<file path="config.mk">
export PLATFORM = sky130hd
export DESIGN_NAME = source_text_lexer
export DESIGN_NICKNAME = d
export VERILOG_FILES = /design/src/hw/rtl/stl_pkg.sv /design/src/hw/rtl/source_text_lexer.sv
export SDC_FILE = /design/constraint.sdc
export NUM_CORES = 1
export LEC_CHECK = 0
export ABC_AREA = 1
export BUFFER_PORTS_ARGS = -buffer_cell sky130_fd_sc_hd__buf_2
export CAP_MARGIN = 25
export CORE_MARGIN = 2
export CORE_UTILIZATION = 59
export CTS_BUF_LIST = sky130_fd_sc_hd__clkbuf_4 sky130_fd_sc_hd__clkbuf_8
export DETAILED_ROUTE_END_ITERATION = 10
export PLACE_DENSITY = 0.79
export SYNTH_ARGS = -nofsm -noshare
export SYNTH_HDL_FRONTEND = slang
export SYNTH_SLANG_ARGS = --single-unit
</file>
<file path="constraint.sdc">
create_clock -name clk -period 6 [get_ports clk]
set_clock_uncertainty 0.2 [all_clocks]
set_input_delay 1.2 -clock clk [delete_from_list [all_inputs] [get_ports clk]]
set_output_delay 1.2 -clock clk [all_outputs]
set_load 0.02 [all_outputs]
</file>
<file path="src/hw/rtl/stl_pkg.sv">
// ----------------------------------------------------------------------------
// stl_pkg: types and constants of the source text lexer
// Token kinds, error codes, lexer modes and the request payload structs.
// ----------------------------------------------------------------------------
package stl_pkg;

  localparam logic [3:0] TK_NONE     = 4'd0;
  localparam logic [3:0] TK_KEYWORD  = 4'd1;
  localparam logic [3:0] TK_ID       = 4'd2;
  localparam logic [3:0] TK_INT      = 4'd3;
  localparam logic [3:0] TK_FLOAT    = 4'd4;
  localparam logic [3:0] TK_ARITH    = 4'd5;
  localparam logic [3:0] TK_REL      = 4'd6;
  localparam logic [3:0] TK_ASSIGN   = 4'd7;
  localparam logic [3:0] TK_NEG      = 4'd8;
  localparam logic [3:0] TK_GROUP    = 4'd9;
  localparam logic [3:0] TK_LOGIC    = 4'd10;
  localparam logic [3:0] TK_SEP      = 4'd11;
  localparam logic [3:0] TK_STRING   = 4'd12;

  localparam logic [3:0] ER_NONE     = 4'd0;
  localparam logic [3:0] ER_BAD_CHAR = 4'd1;
  localparam logic [3:0] ER_FLOAT    = 4'd2;
  localparam logic [3:0] ER_DBL_REL  = 4'd3;
  localparam logic [3:0] ER_AND      = 4'd4;
  localparam logic [3:0] ER_OR       = 4'd5;
  localparam logic [3:0] ER_NL_STR   = 4'd6;
  localparam logic [3:0] ER_OPEN_STR = 4'd7;
  localparam logic [3:0] ER_OPEN_CMT = 4'd8;

  localparam logic [7:0] MAX_ERRORS_RESET = 8'd100;
  localparam int         KW_COUNT = 15;
  localparam int         KW_MAX   = 8;

  typedef enum logic [8:0] {
    M_START   = 9'b000000001,
    M_ID      = 9'b000000010,
    M_INT     = 9'b000000100,
    M_FLOAT   = 9'b000001000,
    M_ARITH   = 9'b000010000,
    M_REL     = 9'b000100000,
    M_LOGIC   = 9'b001000000,
    M_STRING  = 9'b010000000,
    M_COMMENT = 9'b100000000
  } mode_t;

  typedef struct packed {
    logic [7:0] char_byte;
    logic       end_of_text;
  } in_req_t;

  typedef struct packed {
    logic [3:0]  token_kind;
    logic [3:0]  error_code;
    logic [15:0] line_number;
    logic [23:0] start_offset;
    logic [15:0] token_length;
    logic        last_result;
  } out_req_t;

  typedef logic [KW_MAX*8-1:0] kw_text_t;

  // keyword table, first byte in the low bits
  function automatic kw_text_t kw_text(input int i);
    unique case (i)
      0:  kw_text = kw_text_t'({"rav"});
      1:  kw_text = kw_text_t'({"tni"});
      2:  kw_text = kw_text_t'({"taolf"});
      3:  kw_text = kw_text_t'({"loob"});
      4:  kw_text = kw_text_t'({"gnirts"});
      5:  kw_text = kw_text_t'({"noitcnuf"});
      6:  kw_text = kw_text_t'({"niam"});
      7:  kw_text = kw_text_t'({"fi"});
      8:  kw_text = kw_text_t'({"esle"});
      9:  kw_text = kw_text_t'({"elihw"});
      10: kw_text = kw_text_t'({"rof"});
      11: kw_text = kw_text_t'({"hctiws"});
      12: kw_text = kw_text_t'({"tluafed"});
      13: kw_text = kw_text_t'({"nruter"});
      default: kw_text = kw_text_t'({"esac"});
    endcase
  endfunction

  function automatic logic [3:0] kw_len(input int i);
    unique case (i)
      0, 1, 10:       kw_len = 4'd3;
      2, 9:           kw_len = 4'd5;
      3, 6, 8, 14:    kw_len = 4'd4;
      4, 11, 13:      kw_len = 4'd6;
      5:              kw_len = 4'd8;
      7:              kw_len = 4'd2;
      default:        kw_len = 4'd7;
    endcase
  endfunction

endpackage

</file>
<file path="src/hw/rtl/source_text_lexer.sv">
// ----------------------------------------------------------------------------
// source_text_lexer: byte-serial lexical analyser
// Takes one source byte per request and gives token or error requests.
// ----------------------------------------------------------------------------
// One byte is taken per cycle while in_stall is low: the lexer state, counters
// and identifier bytes update in a single pass of logic from the accepted byte,
// and the up to two results that byte causes are held in a small result queue.
// Input is stalled only while the queue cannot take a worst-case burst, so with
// the output never stalled one-result items are not held up; runs of two-result
// items are paced by the output, where results leave one per cycle while
// out_stall is low. Keywords are found by a parallel compare against a fixed
// table of fifteen words. max_errors must be written through the cfg channel
// only while the block is idle; the block does not enforce this.
module source_text_lexer
  import stl_pkg::*;
#(
  parameter int MAX_ID_LEN = 16
) (
  input  logic       clk,
  input  logic       rst,
  input  logic       in_valid,
  output logic       in_stall,
  input  in_req_t    in_data,
  output logic       out_valid,
  input  logic       out_stall,
  output out_req_t   out_data,
  input  logic       cfg_valid,
  output logic       cfg_ready,
  input  logic [7:0] cfg_data
);

  localparam int LW = $clog2(MAX_ID_LEN);
  localparam int QD = 4;

  // lexer state
  logic [7:0]  max_errors;
  mode_t       mode, mode_next;
  logic [7:0]  ident [MAX_ID_LEN];
  logic [15:0] tok_len, tok_len_next;
  logic [23:0] tok_begin, tok_begin_next;
  logic [23:0] byte_off, byte_off_next;
  logic [15:0] line_cnt, line_cnt_next;
  logic [7:0]  prev, prev_next;
  logic        skip, skip_next;
  logic [7:0]  err_cnt, err_cnt_next;

  // result queue
  out_req_t    q [QD];
  logic [1:0]  q_rd, q_wr;
  logic [2:0]  q_cnt;

  logic        acc, pop;
  out_req_t    r [3];
  logic [1:0]  n_res;
  logic        id_wr;
  logic [LW-1:0] id_idx;

  assign acc       = in_valid && !in_stall;
  assign pop       = out_valid && !out_stall;
  assign out_valid = q_cnt != 3'd0;
  assign out_data  = q[q_rd];
  // room for a worst-case burst of results after this cycle's pop
  assign in_stall  = q_cnt > (pop ? 3'd3 : 3'd2);
  assign cfg_ready = 1'b1;

  function automatic logic is_alpha(input logic [7:0] c);
    return (c >= "a" && c <= "z") || (c >= "A" && c <= "Z");
  endfunction
  function automatic logic is_digit(input logic [7:0] c);
    return c >= "0" && c <= "9";
  endfunction

  // keyword match over the stored identifier
  logic kw_hit;
  always_comb begin
    logic eq;
    kw_text_t w;
    kw_hit = 1'b0;
    for (int i = 0; i < KW_COUNT; i++) begin
      eq = tok_len == 16'(kw_len(i)) && 16'(kw_len(i)) <= 16'(MAX_ID_LEN);
      w = kw_text(i);
      for (int j = 0; j < KW_MAX; j++) begin
        if (j < int'(kw_len(i)) && j < MAX_ID_LEN &&
            ident[j] != w[j*8 +: 8]) begin
          eq = 1'b0;
        end
      end
      if (eq) kw_hit = 1'b1;
    end
  end

  always_comb begin
    logic [7:0]  c;
    logic [23:0] off;
    logic        again;
    logic [15:0] lc;
    logic [3:0]  k;
    c     = in_data.char_byte;
    off   = byte_off;
    again = 1'b0;
    mode_next      = mode;
    tok_len_next   = tok_len;
    tok_begin_next = tok_begin;
    byte_off_next  = byte_off;
    line_cnt_next  = line_cnt;
    prev_next      = prev;
    skip_next      = skip;
    err_cnt_next   = err_cnt;
    n_res          = 2'd0;
    id_wr          = 1'b0;
    id_idx         = '0;
    k              = TK_NONE;
    for (int i = 0; i < 3; i++) r[i] = '0;
    lc = line_cnt;

    if (err_cnt > max_errors) begin
      if (in_data.end_of_text) begin
        mode_next = M_START; tok_len_next = '0; tok_begin_next = '0;
        byte_off_next = '0; line_cnt_next = 16'd1; prev_next = '0;
        skip_next = 1'b0; err_cnt_next = '0;
      end
    end else if (in_data.end_of_text) begin
      // flush the pending token, then re-arm
      unique case (mode)
        M_ID:    begin k = kw_hit ? TK_KEYWORD : TK_ID; end
        M_INT:   k = TK_INT;
        M_ARITH: k = TK_ARITH;
        M_REL:   k = prev == "=" ? TK_ASSIGN : prev == "!" ? TK_NEG : TK_REL;
        default: k = TK_NONE;
      endcase
      if (k != TK_NONE) begin
        r[0] = '{k, ER_NONE, lc, tok_begin, tok_len, 1'b0};
        n_res = 2'd1;
      end else if (mode != M_START) begin
        r[0] = '{TK_NONE,
                 mode == M_FLOAT ? (prev == "." ? ER_FLOAT : ER_NONE) :
                 mode == M_LOGIC ? (prev == "&" ? ER_AND : ER_OR) :
                 mode == M_STRING ? ER_OPEN_STR : ER_OPEN_CMT,
                 lc, tok_begin, tok_len, 1'b0};
        if (mode == M_FLOAT && prev != ".") r[0].token_kind = TK_FLOAT;
        else if (err_cnt != 8'hFF) err_cnt_next = err_cnt + 8'd1;
        n_res = 2'd1;
      end
      mode_next = M_START; tok_len_next = '0; tok_begin_next = '0;
      byte_off_next = '0; line_cnt_next = 16'd1; prev_next = '0;
      skip_next = 1'b0; err_cnt_next = '0;
    end else begin
      byte_off_next = off + 24'd1;
      if (skip) begin
        skip_next = 1'b0;
        if (mode == M_COMMENT && tok_len != 16'hFFFF) tok_len_next = tok_len + 16'd1;
      end else begin
        unique case (mode)
          M_ID: begin
            if (is_alpha(c) || is_digit(c) || c == "_") begin
              if (tok_len < 16'(MAX_ID_LEN)) begin
                id_wr = 1'b1; id_idx = tok_len[LW-1:0];
              end
              if (tok_len != 16'hFFFF) tok_len_next = tok_len + 16'd1;
            end else begin
              r[0] = '{kw_hit ? TK_KEYWORD : TK_ID, ER_NONE, lc, tok_begin,
                       tok_len, 1'b0};
              n_res = 2'd1; again = 1'b1;
            end
          end
          M_INT: begin
            if (is_digit(c)) begin
              if (tok_len != 16'hFFFF) tok_len_next = tok_len + 16'd1;
            end else if (c == ".") begin
              if (tok_len != 16'hFFFF) tok_len_next = tok_len + 16'd1;
              prev_next = c; mode_next = M_FLOAT;
            end else begin
              r[0] = '{TK_INT, ER_NONE, lc, tok_begin, tok_len, 1'b0};
              n_res = 2'd1; again = 1'b1;
            end
          end
          M_FLOAT: begin
            if (is_digit(c)) begin
              if (tok_len != 16'hFFFF) tok_len_next = tok_len + 16'd1;
              prev_next = c;
            end else begin
              if (prev == ".") begin
                r[0] = '{TK_NONE, ER_FLOAT, lc, tok_begin, tok_len, 1'b0};
                if (err_cnt != 8'hFF) err_cnt_next = err_cnt + 8'd1;
              end else begin
                r[0] = '{TK_FLOAT, ER_NONE, lc, tok_begin, tok_len, 1'b0};
              end
              n_res = 2'd1; again = 1'b1;
            end
          end
          M_ARITH: begin
            if ((c == "+" || c == "-") && c == prev) begin
              r[0] = '{TK_ARITH, ER_NONE, lc, tok_begin,
                       tok_len == 16'hFFFF ? tok_len : tok_len + 16'd1, 1'b0};
              n_res = 2'd1; mode_next = M_START;
            end else if (c == "*" && prev == "/") begin
              if (tok_len != 16'hFFFF) tok_len_next = tok_len + 16'd1;
              prev_next = c; mode_next = M_COMMENT;
            end else begin
              r[0] = '{TK_ARITH, ER_NONE, lc, tok_begin, tok_len, 1'b0};
              n_res = 2'd1; again = 1'b1;
            end
          end
          M_REL: begin
            if (c == "=") begin
              r[0] = '{TK_REL, ER_NONE, lc, tok_begin,
                       tok_len == 16'hFFFF ? tok_len : tok_len + 16'd1, 1'b0};
              n_res = 2'd1; mode_next = M_START;
            end else if (c == prev) begin
              r[0] = '{TK_NONE, ER_DBL_REL, lc, tok_begin, tok_len, 1'b0};
              if (err_cnt != 8'hFF) err_cnt_next = err_cnt + 8'd1;
              n_res = 2'd1; again = 1'b1;
            end else begin
              r[0] = '{prev == "=" ? TK_ASSIGN : prev == "!" ? TK_NEG : TK_REL,
                       ER_NONE, lc, tok_begin, tok_len, 1'b0};
              n_res = 2'd1; again = 1'b1;
            end
          end
          M_LOGIC: begin
            if (c == prev) begin
              r[0] = '{TK_LOGIC, ER_NONE, lc, tok_begin,
                       tok_len == 16'hFFFF ? tok_len : tok_len + 16'd1, 1'b0};
              n_res = 2'd1; mode_next = M_START;
            end else begin
              r[0] = '{TK_NONE, prev == "&" ? ER_AND : ER_OR, lc, tok_begin,
                       tok_len, 1'b0};
              if (err_cnt != 8'hFF) err_cnt_next = err_cnt + 8'd1;
              n_res = 2'd1; again = 1'b1;
            end
          end
          M_STRING: begin
            if (c == 8'h0D) begin
              r[0] = '{TK_NONE, ER_NL_STR, lc, tok_begin, tok_len, 1'b0};
              if (err_cnt != 8'hFF) err_cnt_next = err_cnt + 8'd1;
              n_res = 2'd1; mode_next = M_START;
              if (lc != 16'hFFFF) line_cnt_next = lc + 16'd1;
              skip_next = 1'b1;
            end else begin
              if (tok_len != 16'hFFFF) tok_len_next = tok_len + 16'd1;
              if (c == 8'h22) begin
                r[0] = '{TK_STRING, ER_NONE, lc, tok_begin, tok_len_next, 1'b0};
                n_res = 2'd1; mode_next = M_START;
              end
            end
          end
          M_COMMENT: begin
            if (tok_len != 16'hFFFF) tok_len_next = tok_len + 16'd1;
            if (c == "/" && prev == "*") begin
              r[0] = '{TK_STRING, ER_NONE, lc, tok_begin, tok_len_next, 1'b0};
              n_res = 2'd1; mode_next = M_START;
            end else begin
              prev_next = c;
              if (c == 8'h0D) begin
                if (lc != 16'hFFFF) line_cnt_next = lc + 16'd1;
                skip_next = 1'b1;
              end
            end
          end
          default: again = 1'b1;
        endcase

        // byte handled from the start state
        if (again) begin
          mode_next = M_START;
          if (is_alpha(c) || c == "_") begin
            mode_next = M_ID; tok_begin_next = off; tok_len_next = 16'd1;
            prev_next = c; id_wr = 1'b1; id_idx = '0;
          end else if (is_digit(c)) begin
            mode_next = M_INT; tok_begin_next = off; tok_len_next = 16'd1;
            prev_next = c;
          end else if (c == "<" || c == ">" || c == "!" || c == "=") begin
            mode_next = M_REL; tok_begin_next = off; tok_len_next = 16'd1;
            prev_next = c;
          end else if (c == "+" || c == "-" || c == "*" || c == "/" ||
                       c == "^" || c == "%") begin
            mode_next = M_ARITH; tok_begin_next = off; tok_len_next = 16'd1;
            prev_next = c;
          end else if (c == "(" || c == ")" || c == "{" || c == "}" ||
                       c == "[" || c == "]") begin
            r[n_res] = '{TK_GROUP, ER_NONE, lc, off, 16'd1, 1'b0};
            n_res = n_res + 2'd1;
          end else if (c == "&" || c == "|") begin
            mode_next = M_LOGIC; tok_begin_next = off; tok_len_next = 16'd1;
            prev_next = c;
          end else if (c == 8'h22) begin
            mode_next = M_STRING; tok_begin_next = off; tok_len_next = 16'd1;
            prev_next = c;
          end else if (c == ":" || c == "," || c == ";") begin
            r[n_res] = '{TK_SEP, ER_NONE, lc, off, 16'd1, 1'b0};
            n_res = n_res + 2'd1;
          end else if (c == 8'd9 || c == 8'd32) begin
            // blank
          end else if (c == 8'h0D) begin
            if (lc != 16'hFFFF) line_cnt_next = lc + 16'd1;
            skip_next = 1'b1;
          end else begin
            r[n_res] = '{TK_NONE, ER_BAD_CHAR, lc, off, 16'd1, 1'b0};
            if (err_cnt_next != 8'hFF) err_cnt_next = err_cnt_next + 8'd1;
            n_res = n_res + 2'd1;
          end
        end
      end
    end
    if (n_res != 2'd0) r[n_res - 2'd1].last_result = 1'b1;
  end

  // identifier bytes, no reset needed
  always_ff @(posedge clk) begin
    if (acc && id_wr) ident[id_idx] <= in_data.char_byte;
  end

  // result queue storage
  always_ff @(posedge clk) begin
    if (acc) begin
      for (int i = 0; i < 3; i++) begin
        if (2'(i) < n_res) q[q_wr + 2'(i)] <= r[i];
      end
    end
  end

  always_ff @(posedge clk) begin
    if (rst) begin
      max_errors <= MAX_ERRORS_RESET;
      mode       <= M_START;
      tok_len    <= '0;
      tok_begin  <= '0;
      byte_off   <= '0;
      line_cnt   <= 16'd1;
      prev       <= '0;
      skip       <= 1'b0;
      err_cnt    <= '0;
      q_rd       <= '0;
      q_wr       <= '0;
      q_cnt      <= '0;
    end else begin
      if (cfg_valid && cfg_ready) max_errors <= cfg_data;
      if (acc) begin
        mode      <= mode_next;
        tok_len   <= tok_len_next;
        tok_begin <= tok_begin_next;
        byte_off  <= byte_off_next;
        line_cnt  <= line_cnt_next;
        prev      <= prev_next;
        skip      <= skip_next;
        err_cnt   <= err_cnt_next;
        q_wr      <= q_wr + n_res;
      end
      if (pop) q_rd <= q_rd + 2'd1;
      q_cnt <= q_cnt + (acc ? 3'(n_res) : 3'd0) - 3'(pop);
    end
  end

endmodule
</file>
# Word-level counts from Yosys, hierarchy flattened
# Memory sizes are Yosys's and may differ from the RTL's. A register that Yosys moved wholly into a read port is not among the register bits.
# Cells that the tools add are included.
dict set report totals {
  reg_bits 121
  word_cells 568
  mem_bits_rw 388
  inputBits 22
  output_inout_bits 68
  n_memories 2
}
dict set report classes {
  n_lt_le_gt_ge 16
  n_reduce_logical 50
  bitwise 2
  eq_ne 117
  mux 356
  n_addsub 13
}
# memory words width rd rd_ports_with_merged_regs write_ports line_no
set memory_table {}
lappend memory_table {q 4 65 1 1 2 source_text_lexer.sv:48} ;# out_req_t q [QD];
lappend memory_table {ident 16 8 8 0 1 source_text_lexer.sv:38} ;# logic [7:0] ident [MAX_ID_LEN];
# op count
set op_table {}
lappend op_table {{$mux W195} 14}
lappend op_table {{$mux W65} 15}
lappend op_table {{$bwmux W195} 4}
lappend op_table {{$mux W16} 41}
lappend op_table {{$pmux W65 S8} 1}
lappend op_table {{$mux W8} 50}
lappend op_table {{$ne A8 B7 Y1 const B} 50}
lappend op_table {{$mux W24} 14}
lappend op_table {{$demux W65 S2} 2}
lappend op_table {{$mux W64} 4}
lappend op_table {{$eq A8 B6 Y1 const B} 24}
lappend op_table {{$mux W1} 145}
lappend op_table {{$mux W130} 1}
lappend op_table {{$mux W63} 2}
lappend op_table {{$mux W9} 14}
lappend op_table {{$pmux W16 S6} 1}
lappend op_table {{$reduce_or A65 Y1} 1}
lappend op_table {{$eq A16 B3 Y1 const B} 4}
lappend op_table {{$pmux W8 S4} 2}
lappend op_table {{$mux W4} 15}
lappend op_table {{$eq A8 B7 Y1 const B} 7}
lappend op_table {{$pmux W9 S6} 1}
lappend op_table {{$mux W2} 24}
lappend op_table {{$add A16 B1 Y16 const B} 2}
lappend op_table {{63 further kinds} 116}

# Logic depth before layout (Yosys ltp)
# Gate-level depths: netlist (run 1).
# An unclocked memory read counts as a cell.
dict set report logic_depth {
  ltp_word 44
  depth_mapped 29
}

# Worst setup path after synthesis (run 1)
# No wires, ideal clock.
dict set report synth_path {
  path_type {input to register}
  start {in in_data[3] in the netlist's numbering}
  end {mem q[2][0] in the netlist's numbering, enable pin}
  path_slack_ns 0.023
  n_path_buf 5
  setup_time_ns 0.425
  required_ns 5.375
  t_arrival_ns 5.352
  stages 25
  path_cell_list {buf_2 > nor2_2 > nand2_1 > nor2_1 > nand3_2 > nand2_4 > nand3_1 > nor2_1 > nand2_1 > buf_4 > clkbuf_1 > ha_1 > inv_1 > nand4_1 > nand2_1 > nor2_1 > o21ai_0 > nand2_1 > nand3_2 > buf_4 > buf_4 > nand2_1 > nand2_1 > nand2_1 > nand2_1}
}
# element line_no
set synth_rtl {}
lappend synth_rtl {{start: declaration} source_text_lexer.sv:23} ;# input in_req_t in_data,
lappend synth_rtl {{end: declaration} source_text_lexer.sv:48}

==> impl_metrics.env, run 1 <==
export IMPL_grt_max_degree=95
export IMPL_cts_hold_fix_buffers=0
export IMPL_start_kind="input pin"
export IMPL_cts_buffer_depth=3
export IMPL_p_leak_nw=10.9
export IMPL_min_period_ns=4.81
export IMPL_synth_cells=3438
export IMPL_htreeDepth=3
export IMPL_final_nets=3513
export IMPL_avgSynthCellArea_um2=7.68
export IMPL_antenna_cells=0
export IMPL_grt_pass1_wl_mm=132
export IMPL_area_growth_pct=9.43
export IMPL_vias_per_cell=6.25
export IMPL_synthTopCellsByArea="edfxtp_1, dfxtp_1, nand2_1"
export IMPL_yosysSeqAreaShare_pct=46.2
export IMPL_critical_path_class="input pin to register"
export IMPL_rsz0062_at_grt="false"
export IMPL_power_density_nw_per_um2=326
export IMPL_synth_edf_count=324
export IMPL_ys_ff_latch=447
export IMPL_coreArea_um2=44200
export IMPL_maxSlewViolCount=0
export IMPL_syn_nets=3483
export IMPL_nFillCells=3757
export IMPL_slew_headroom_pct=27.6
export IMPL_drc_errors=0
export IMPL_clk_latency_ns=0.67
export IMPL_post_cts_resized=0
export IMPL_ys_warn_count=0
export IMPL_vias=25747
export IMPL_worst_ir_drop_vdd_uv=284
export IMPL_regArea_um2=12200
export IMPL_synthArstFlopShare_pct=0
export IMPL_grt_antenna_before_repair=0
export IMPL_drt_iter0_markers=3689
export IMPL_status="finished clean"
export IMPL_fmax_ghz=0.208
export IMPL_syn_area_um2=26400
export IMPL_hold_class="register to register"
export IMPL_dieArea_um2=46500
export IMPL_setup_violations=0
export IMPL_cts_made_buffers=74
export IMPL_drt_first_pass_iters=6
export IMPL_grt_ovfl_total=0
export IMPL_multi_input_area_um2=12300
export IMPL_ys_flop_type="edfxtp_1"
export IMPL_ant_nets=0
export IMPL_hpwl_mm=58.9
export IMPL_cap_violations=0
export IMPL_initial_core_util_pct=59.7
export IMPL_cts_root_buf="clkbuf_8"
export IMPL_placedCellCount=3983
export IMPL_hold_violations=0
export IMPL_arrival_ns=5.11
export IMPL_die_w_um=216
export IMPL_wl_per_cell_um=21.0
export IMPL_gp_congestion=0.998
export IMPL_synth_distinct_cells=59
export IMPL_yosysTopAreaCell="edfxtp_1"
export IMPL_rows=77
export IMPL_path_max_fanout=83
export IMPL_finalCritPeriodShare_pct=80.1
export IMPL_post_cts_buffers=0
export IMPL_die_y_um=216
export IMPL_clk_pin_slew_ns=0.06
export IMPL_instances_no_fill=4117
export IMPL_setup_tns_ns=0
export IMPL_cts_tree="yes"
export IMPL_clock_sinks=447
export IMPL_yosys_area_top_type_share_pct=36.8
export IMPL_grt_pass1_vias=23756
export IMPL_portBuffers=88
export IMPL_critical_path_endpoint_type="register"
export IMPL_required_ns=6.30
export IMPL_ioPinCount=90
export IMPL_layout_drive_gt1_share_pct=10.6
export IMPL_worst_pin_slew_ns=1.08
export IMPL_globalRouteTotalUtil_pct=36.4
export IMPL_drt_total_wl_mm=86.3
report_power, final:
group | internal [mW] | total [mW] | switching (mW)
clock network | 1.62 | 2.88 | 1.26
registers | 3.69 | 3.82 | 0.131
logic | 0.709 | 2.70 | 2.00
total | 6.02 | 9.41 | 3.39
flip-flops by register name, indices dropped and copies added (netlist names), 3 cells and up, named ones only:
signal      flops
byte_off       24
err_cnt         8
ident          64
line_cnt       16
max_errors      8
mode            9
prev            8
q             260
q_cnt           3
tok_begin      24
tok_len        16
worst max-delay path, cell delays in order:
cell and delay [ns]:
buf_2 0.30, inv_2 0.11, nor2_2 0.19, inv_1 0.09
nor3_2 0.36, o21ai_2 0.20, nand3_1 0.12, nor2_1 0.07
nand2_1 0.10, buf_4 0.33, nand2_1 0.13, nand2_1 0.10
nor2_1 0.04, o21ai_0 0.15, nand2_1 0.19, nand3_4 0.16
buf_4 0.69, nand4_1 0.32, nor2_1 0.21
metal layers:
layer / wire, um / part of all wire, % / track usage (%)
met3: 9710 / 11 / 7.55
met4: 3320 / 3.8 / 15.3
met1: 35300 / 41 / 50.4
met5: 0 / 0 / 0
met2: 38000 / 44 / 55.8
cell usage in the layout (no fill, tap or decap), types with 7 or more instances in the layout:
| cell | instances |
|---|---|
| nor3_1 | 73 |
| a22oi_1 | 15 |
| buf_2 | 88 |
| xor2_1 | 22 |
| nand4_1 | 61 |
| buf_4 | 57 |
| inv_1 | 251 |
| nand3b_1 | 8 |
| ha_1 | 22 |
| a211oi_1 | 14 |
| o211ai_1 | 20 |
| clkinv_1 | 16 |
| o21bai_1 | 9 |
| clkbuf_4 | 23 |
| nor2_2 | 22 |
| o21ai_0 | 336 |
| a21oi_1 | 178 |
| o22ai_1 | 86 |
| nor3b_1 | 8 |
| clkinv_2 | 10 |
| nor2_1 | 452 |
| clkbuf_8 | 82 |
| nand3_1 | 319 |
| nor4_1 | 29 |
| nand2_2 | 15 |
| dfxtp_1 | 121 |
| inv_2 | 26 |
| edfxtp_1 | 324 |
| a31oi_1 | 12 |
| o31ai_1 | 7 |
| o21ai_1 | 100 |
| nand2_1 | 636 |
| buf_12 | 7 |
layout make-up:
| class | instances | area share, % |
|---|---|---|
| Timing Repair Buffer | 153 | 3.59 |
| Multi-Input combinational cell | 2506 | 42.5 |
| Inverter | 286 | 3.73 |
| Sequential cell | 447 | 42.2 |
| Clock inverter | 28 | 0.944 |
| Clock buffer | 105 | 4.50 |
| Tap cell | 592 | 2.56 |
cells by family after synthesis:
group | synth area share [%]
and+or+nand+nor | 27.7
AOI/OAI and AO/OA | 16.6
buffers and inverters | 7.50
DFF | 46.2
xor gates and xnor gates | 0.896
adders and majority gates | 1.12
other | 0.0142
through the flow:
step | area (um2) | util [%] | power (mW) | hold WS, ns | worst slack, ns
floorplan | 26400 | - | 5.58 | 0.236 | 0.0232
finish | 28900 | 65.3 | 9.41 | 0.264 | 1.19
detailed placement | 27300 | 61.7 | 6.52 | 0.256 | 0.589
global route | 28900 | 65.3 | 9.77 | 0.288 | 0.852
CTS | 28900 | 65.3 | 9.37 | 0.265 | 1.29
global placement | 27300 | 61.7 | 6.46 | 0.250 | 0.647
worst paths after layout:
check / to / slack [ns] / startpoint / cells past startpoint
max: q[0][11]$_SDFFCE_PP0P_ / 1.19 / in_data[2] / 19
min: register / 0.26 / q_rd[1]$_SDFFE_PP0P_ / 2
max reg2reg: q[0][11]$_SDFFCE_PP0P_ / 1.41 / mode[8]$_SDFFE_PP0P_ / 19
min reg2reg: register / 0.26 / q_rd[1]$_SDFFE_PP0P_ / 2
Yosys cell counts (75+ instances only):
library cell and number:
nand2_1 640, nor2_1 452, o21ai_0 336, edfxtp_1 324, nand3_1 319, inv_1 252
a21oi_1 178, clkbuf_1 127, dfxtp_1 123, o21ai_1 100, o22ai_1 86, nor3_1 75
No activity file was read; power rests on OpenSTA's default activity.
==> run 2, diff against run 1 <==
--- a/config.mk
+++ b/config.mk
@@ -9,10 +9,10 @@
 export BUFFER_PORTS_ARGS = -buffer_cell sky130_fd_sc_hd__buf_2
 export CAP_MARGIN = 25
 export CORE_MARGIN = 2
-export CORE_UTILIZATION = 59
+export CORE_UTILIZATION = 60
 export CTS_BUF_LIST = sky130_fd_sc_hd__clkbuf_4 sky130_fd_sc_hd__clkbuf_8
 export DETAILED_ROUTE_END_ITERATION = 10
-export PLACE_DENSITY = 0.79
+export PLACE_DENSITY = 0.77
 export SYNTH_ARGS = -nofsm -noshare
 export SYNTH_HDL_FRONTEND = slang
 export SYNTH_SLANG_ARGS = --single-unit
==> constraint.sdc (replaced) <==
create_clock -name clk -period 4.8 [get_ports clk]
set_clock_uncertainty 0.2 [all_clocks]
set_input_delay 0.96 -clock clk [delete_from_list [all_inputs] [get_ports clk]]
set_output_delay 0.96 -clock clk [all_outputs]
set_load 0.02 [all_outputs]
==> impl_metrics.env, run 2 (synthesized netlist as in run 1, its figures left out) <==
export IMPL_maxSlewViolCount=0
export IMPL_clk_pin_slew_ns=0.07
export IMPL_drt_iter0_markers=3308
export IMPL_r2r_start="mode[7]$_SDFFE_PP0P_"
export IMPL_initial_core_util_pct=61.0
export IMPL_r2r_end="q[3][37]$_DFFE_PP_"
export IMPL_vias=25778
export IMPL_hold_ws_ns=0.267
export IMPL_cap_violations=0
export IMPL_path_max_fanout=67
export IMPL_htreeDepth=3
export IMPL_slew_headroom_pct=40.5
export IMPL_final_nets=3578
export IMPL_setup_violations=0
export IMPL_setup_tns_ns=0
export IMPL_hpwl_mm=59.6
export IMPL_grt_max_degree=77
export IMPL_rows=76
export IMPL_status="finished clean"
export IMPL_hold_class="register to register"
export IMPL_vias_per_cell=6.17
export IMPL_final_cell_mix="nand2_1, nor2_1, o21ai_0, edfxtp_1, nand3_1"
export IMPL_r2r_setup_slack_ns=0.58
export IMPL_grt_ovfl_total=0
export IMPL_required_ns=5.00
export IMPL_regMostFlops="q"
export IMPL_gp_congestion=1.05
export IMPL_crit_path_frequent_cell="nand2_1"
export IMPL_slowest_stage="dfxtp_1"
export IMPL_cts_made_buffers=76
export IMPL_worst_ir_drop_vdd_uv=300
export IMPL_rsz0062_at_grt="false"
export IMPL_clock_sinks=447
export IMPL_dieArea_um2=45700
export IMPL_wl_per_cell_um=20.1
export IMPL_coreArea_um2=43300
export IMPL_cts_tree="yes"
export IMPL_regArea_um2=12200
export IMPL_arrival_ns=4.42
export IMPL_whs_path_depth=2
export IMPL_p_leak_nw=11.2
export IMPL_ioPinCount=90
export IMPL_drc_errors=0
export IMPL_area_growth_pct=11.6
export IMPL_post_cts_resized=0
export IMPL_portBuffers=88
export IMPL_cts_buffer_depth=3
export IMPL_path_cells="nor2_2 > nand2_2 > nor2_2 > nand3_2 > nor3_4 > nor2_1 > nand2_1 > inv_1 > nand2_1 > buf_4 > nand2_1 > nand2_1 > nand2_1 > nor2_4 > nor2_8 > nor2_8 > buf_4 > nand3_2 > inv_2 > buf_12 > o21ai_0"
export IMPL_start_kind="register"
export IMPL_multi_input_area_um2=12300
export IMPL_grt_pass1_wl_mm=130
export IMPL_grt_pass1_vias=24033
export IMPL_cts_hold_fix_buffers=0
export IMPL_final_common_cell="nand2_1"
export IMPL_layout_drive_gt1_share_pct=12.3
export IMPL_fmax_ghz=0.237
export IMPL_antenna_cells=0
export IMPL_die_w_um=214
export IMPL_die_y_um=214
export IMPL_power_density_nw_per_um2=399
export IMPL_drt_first_pass_iters=6
export IMPL_critical_path_endpoint_type="register"
export IMPL_clk_latency_ns=0.69
export IMPL_drt_total_wl_mm=84.0
export IMPL_post_cts_buffers=0
export IMPL_ant_nets=0
export IMPL_min_period_ns=4.22
export IMPL_largest_reg_flops=260
export IMPL_globalRouteTotalUtil_pct=36.8
export IMPL_max_stage_delay_ns=0.36
export IMPL_top_regs="q x260, ident x64"
export IMPL_worst_pin_slew_ns=0.885
export IMPL_ff2ff_path_depth=21
export IMPL_nFillCells=3654
export IMPL_hp_start="q_rd[1]$_SDFFE_PP0P_"
export IMPL_hold_violations=0
export IMPL_critical_path_class="register to register"
export IMPL_cts_root_buf="clkbuf_8"
export IMPL_finalCritPeriodShare_pct=87.9
export IMPL_grt_antenna_before_repair=2
-- run 2: report_power, final --
| part | switching (mW) | internal, mW |
|---|---|---|
| sequential | 0.143 | 4.61 |
| clock | 1.62 | 1.92 |
| combinational | 2.49 | 0.968 |
-- run 2: worst max-delay path: cells and delay by family, from the launching register on --
family,cells,cell delay [ns]
flops,1,0.36
simple gates,15,2.13
buf+inv,5,1.01
compound gates,1,0.15
-- run 2: worst max path at each step --
stage	from	end	slack (ns)	depth (start not counted)
6_report	mode[7]$_SDFFE_PP0P_	q[3][37]$_DFFE_PP_	0.58	21
5_1_grt	mode[2]$_SDFFE_PP0P_	q_cnt[2]$_SDFF_PP0_	0.31	23
4_1_cts	mode[7]$_SDFFE_PP0P_	q[3][37]$_DFFE_PP_	0.66	21
3_5_place_dp	in_data[7]	q[3][37]$_DFFE_PP_	0.12	21
3_3_place_gp	in_data[1]	q_cnt[2]$_SDFF_PP0_	0.09	26
2_1_floorplan	in_data[3]	q[3][0]$_DFFE_PP_	0.008	25
-- run 2: per-stage QoR --
step | setup slack (ns) | instances | util [%] | power [mW] | instance area, um2
finish | 0.579 | 4180 | 68.1 | 11.7 | 29500
global route | 0.308 | 4180 | 68.1 | 12.2 | 29500
CTS | 0.660 | 4180 | 68.1 | 11.7 | 29500
detailed placement | 0.123 | 4040 | 64.5 | 8.23 | 27900
global placement | 0.0914 | 4040 | 64.5 | 8.15 | 27900
floorplan | 0.00758 | 3438 | - | 6.96 | 26400
-- run 2: per-layer routing --
metal | vias to the layer above | wire [um] | global-route usage [%]
li1 | 12102 | - | -
met5 | - | 21 | 0
met1 | 11956 | 33800 | 48.9
met4 | 4 | 2960 | 14.8
met3 | 221 | 8690 | 7.84
met2 | 1495 | 38500 | 58.9
-- run 2: final cells by class --
cell class                 instances  share of cell area (%)
multi-input combinational       2506                    41.7
sequential                       447                    41.4
timing repair buffer             216                    5.52
clock buffer                     106                    4.38
inverter                         286                    3.66
tap                              585                    2.48
clock inverter                    34                   0.900
